## src/sv/bcbp_pkg.sv

```systemverilog
// ----------------------------------------------------------------------------
// bcbp_pkg
// Shared types and constants of the binary context bit predictor: register
// map of the configuration port and the configuration bundle.
// ----------------------------------------------------------------------------
package bcbp_pkg;

    localparam int APB_AW = 3;
    localparam int APB_DW = 32;

    localparam int ORDER_BITS = 4;
    localparam logic [ORDER_BITS-1:0] ORDER_RESET = 4'd12;

    typedef logic [0:0] t_reg_idx;
    localparam t_reg_idx REG_ORDER_IN_USE = 1'b0;
    localparam t_reg_idx REG_DECODE_MODE  = 1'b1;

    typedef struct packed {
        logic [ORDER_BITS-1:0] order_in_use;
        logic                  decode_mode;
    } t_cfg;

endpackage

```

## src/sv/bcbp_cfg.sv

```systemverilog
// ----------------------------------------------------------------------------
// bcbp_cfg
// APB register file: order_in_use at byte address 0, decode_mode at 4.
// ----------------------------------------------------------------------------
module bcbp_cfg (
    input  logic                         i_clk,
    input  logic                         i_rst_n,
    input  logic                         psel,
    input  logic                         penable,
    input  logic                         pwrite,
    input  logic [bcbp_pkg::APB_AW-1:0]  paddr,
    input  logic [bcbp_pkg::APB_DW-1:0]  pwdata,
    output logic [bcbp_pkg::APB_DW-1:0]  prdata,
    output logic                         pready,
    output bcbp_pkg::t_cfg               o_cfg
);
    import bcbp_pkg::*;

    t_cfg     r_cfg;
    t_cfg     n_cfg;
    t_reg_idx w_idx;
    logic     w_wr;

    assign pready = 1'b1;
    assign w_idx  = paddr[2:2];
    assign w_wr   = psel && penable && pwrite && pready;

    always_comb begin
        n_cfg = r_cfg;
        if (w_wr) begin
            case (w_idx)
                REG_ORDER_IN_USE: n_cfg.order_in_use = pwdata[ORDER_BITS-1:0];
                REG_DECODE_MODE:  n_cfg.decode_mode  = pwdata[0];
                default: n_cfg = r_cfg;
            endcase
        end
    end

    always_comb begin
        case (w_idx)
            REG_ORDER_IN_USE: prdata = APB_DW'(r_cfg.order_in_use);
            REG_DECODE_MODE:  prdata = APB_DW'(r_cfg.decode_mode);
            default:          prdata = '0;
        endcase
    end

    always_ff @(posedge i_clk) begin
        if (!i_rst_n) begin
            r_cfg.order_in_use <= ORDER_RESET;
            r_cfg.decode_mode  <= 1'b0;
        end else begin
            r_cfg <= n_cfg;
        end
    end

    assign o_cfg = r_cfg;

endmodule

```

## config.mk

```make
export PLATFORM = sky130hd
export DESIGN_NAME = bcbp_cfg
export DESIGN_NICKNAME = d
export VERILOG_FILES = /design/src/sv/bcbp_pkg.sv /design/src/sv/bcbp_cfg.sv
export SDC_FILE = /design/constraint.sdc
export NUM_CORES = 1
export LEC_CHECK = 0
export BUFFER_PORTS_ARGS = -buffer_cell sky130_fd_sc_hd__buf_2
export CORE_UTILIZATION = 27
export DETAILED_ROUTE_END_ITERATION = 7
export PLACE_DENSITY = 0.77
export SETUP_SLACK_MARGIN = 0.2
export SYNTH_ARGS = -nofsm -noshare
export SYNTH_HDL_FRONTEND = slang
export SYNTH_SLANG_ARGS = --single-unit
```

## constraint.sdc

```tcl
create_clock -name i_clk -period 1 [get_ports i_clk]
set_clock_uncertainty 0.2 [all_clocks]
set_input_delay 0.05 -clock i_clk [delete_from_list [all_inputs] [get_ports i_clk]]
set_output_delay 0.05 -clock i_clk [all_outputs]
set_load 0.02 [all_outputs]
```

==> results.py <==
metrics = {
    "synth": {
        "seq_area_frac_synth": 0.205,
        "synth_top_area_cell": "buf_4",
        "syn_area_um2": 488,
        "synth.distinct_cells": 12,
        "synth.top_cell.area_share": 0.446,
        "synthTopCellsByArea": "buf_4 (45%), dfxtp_1 (21%), mux2i_1 (10%)",
        "synth_cells": 58,
        "synth.top_cells.by_count": "buf_4 (29), dfxtp_1 (5), mux2i_1 (5), nand2_1 (5), nor2b_1 (4)",
        "ys_ff_latch": 5,
        "synth_ff_type": "dfxtp_1",
        "yosysMostFrequentCell": "buf_4",
        "synth_edf_count": 0,
        "synth_warnings": 0,
        "avgSynthCellArea_um2": 8.41,
        "async_flop_share": 0,
    },
    "setup_path": {
        "cp-end-kind": "output pin",
        "crit_fanout": 2,
        "critPathLaunchType": "flip-flop",
        "max_stage_delay_ps": 340,
        "critPathRequiredTime_ps": 750,
        "cp_slowest_cell": "dfxtp_4",
        "path_cells": "mux2_4 -> buf_6",
        "crit_type": "reg -> out",
        "crit_family": "flip-flops",
        "critPathBufInv": 1,
        "worstPathArrival_ps": 960,
    },
    "finish": {
        "nets": 122,
        "multi_input_area_um2": 267,
        "area_growth_pct": 29.5,
        "nFillCells": 162,
        "diodes": 0,
        "largest_reg_flops": 5,
        "regArea_um2": 116,
        "drive_gt1_frac": 0.469,
    },
    "outcome": {
        "outcome": "finished with violations",
        "violations": "negative hold slack, negative setup slack",
    },
    "place": {
        "portBuffers": 18,
        "gp_congestion": 0.641,
        "dp_slack_ps": -81.5,
        "hpwlAfterDp_um": 664,
    },
    "timing": {
        "setup_viol": 8,
        "fin_crit_sh": 1.21,
        "fmax_mhz": 827,
        "whs_ps": -152,
        "period_needed_ps": 1210,
        "rsz0062_at_grt": "yes",
        "drv_slew": 0,
        "worst_slack_ps": -209,
        "hold_violations": 5,
    },
    "die": {
        "initial_core_util": 0.306,
        "rows": 14,
        "core-area_mm2": 0.00159,
        "die_area_mm2": 0.00198,
        "boundaryPins": 78,
        "die_height_um": 44.5,
        "die-width_um": 44.5,
    },
    "detailed_routing": {
        "wl_met1_um": 287,
        "dr.max_layer_used": "met4",
        "drc_errors": 0,
        "wire_per_inst_um": 8.09,
        "dr_wl_met2_um": 469,
        "num_vias": 345,
        "first_iter_violations": 4,
        "drt_wl_total_um": 849,
        "ant_nets": 0,
        "dr.pass1.iters": 4,
        "met3_length_um": 77,
        "via_per_inst": 3.29,
    },
    "clock_tree": {
        "clockBufferDepth": 2,
        "tritoncts": "done",
        "clkSinkCount": 5,
        "cts_htree_levels": 1,
        "numCtsBuffers": 3,
        "clk_pin_slew_worst_paths_ps": 40,
        "cts_root_buf": "clkbuf_4",
        "clk_latency_ps": 240,
    },
    "power_and_ir_drop": {
        "peakVddDrop_mv": 0.415,
        "leakagePower_uw": 0.000330,
        "power_density_mw_per_mm2": 997,
        "power_uw": 630,
    },
    "flow_run": {
        "maxCapViolCount": 0,
    },
    "grt": {
        "grt_start_max_net_pins": 10,
        "grt_pass1_wl_mm": 1.22,
        "antenna_found_initial": 0,
        "gr-total-overflow": 0,
        "grt.total_usage": 0.0880,
        "grt_pass1_vias": 291,
    },
    "min_path": {
        "hold_class": "in -> reg",
    },
}
==> where the power goes <==
part / switching, µW / internal [µW] / leakage, µW
logic: 140 / 56.3 / 0.000273
registers: 3.18 / 196 / 0.0000424
clock network: 83.0 / 151 / 0.0000150
total: 226 / 404 / 0.000330
==> tightest hold or removal path, cell delays in order <==
cell and delay, ps:
buf_2 100, nand2_1 40, mux2i_1 50
==> per-stage QoR <==
stage               std cells  hold WS, ps  utilization  cell area [µm²]  setup TNS, ps
floorplan                  85        -18.5            -              609              0
global placement           97         91.8        0.316              504           -189
detailed placement         97          101        0.316              504           -308
CTS                       104         -158        0.384              612           -889
global route              105         -154        0.396              632          -1100
finish                    105         -152        0.396              632           -869
==> layout make-up <==
type | instances | area share
Tap cell | 24 | 0.0475
Multi-Input combinational cell | 49 | 0.422
Timing Repair Buffer | 23 | 0.305
Sequential cell | 5 | 0.184
Clock buffer | 4 | 0.0416
==> routing by layer <==
layer  track usage  up-vias
li1              -      168
met3        0.0286        2
met5             0        -
met4        0.0545        0
met2         0.150       24
met1        0.0931      151
==> placed cells by master, fill, tap and decap left out <==
| master | count |
|---|---|
| conb_1 | 29 |
| buf_6 | 12 |
| buf_2 | 10 |
| mux2i_1 | 5 |
| nor2b_1 | 4 |
| dfxtp_4 | 4 |
| and2b_2 | 3 |
| nand2_1 | 3 |
| clkbuf_4 | 3 |
| nand2_2 | 2 |
| mux2_4 | 1 |
| nand4_1 | 1 |
| and4b_2 | 1 |
| clkbuf_1 | 1 |
| dfxtp_2 | 1 |
| buf_4 | 1 |
==> path summary, 6_finish.rpt <==
| path | start | end | slack, ps | depth (start not counted) |
|---|---|---|---|---|
| min | pwdata[1] | o_cfg[2] | -150 | 3 |
| max | o_cfg[0] | prdata[0] | -210 | 2 |
| max reg2reg | o_cfg[3] | o_cfg[3] | 70 | 3 |
| min reg2reg | o_cfg[1] | o_cfg[1] | 270 | 2 |
==> logic make-up (layout without fill, tap and decap cells) <==
group / count (synthesis) / after routing / synth area share
other cells: 2 / 29 / 0.0154
buf+inv: 31 / 27 / 0.477
simple gates: 14 / 14 / 0.177
mux: 6 / 6 / 0.126
flops: 5 / 5 / 0.205
==> what timing repair did <==
item,4_1_cts,5_1_grt
hold endpoints to repair,5,5
setup buffers,3,1
endpoints found under the setup margin,13,14
gates resized for setup,19,4
Note: power is estimated with default switching activity, not from simulation.
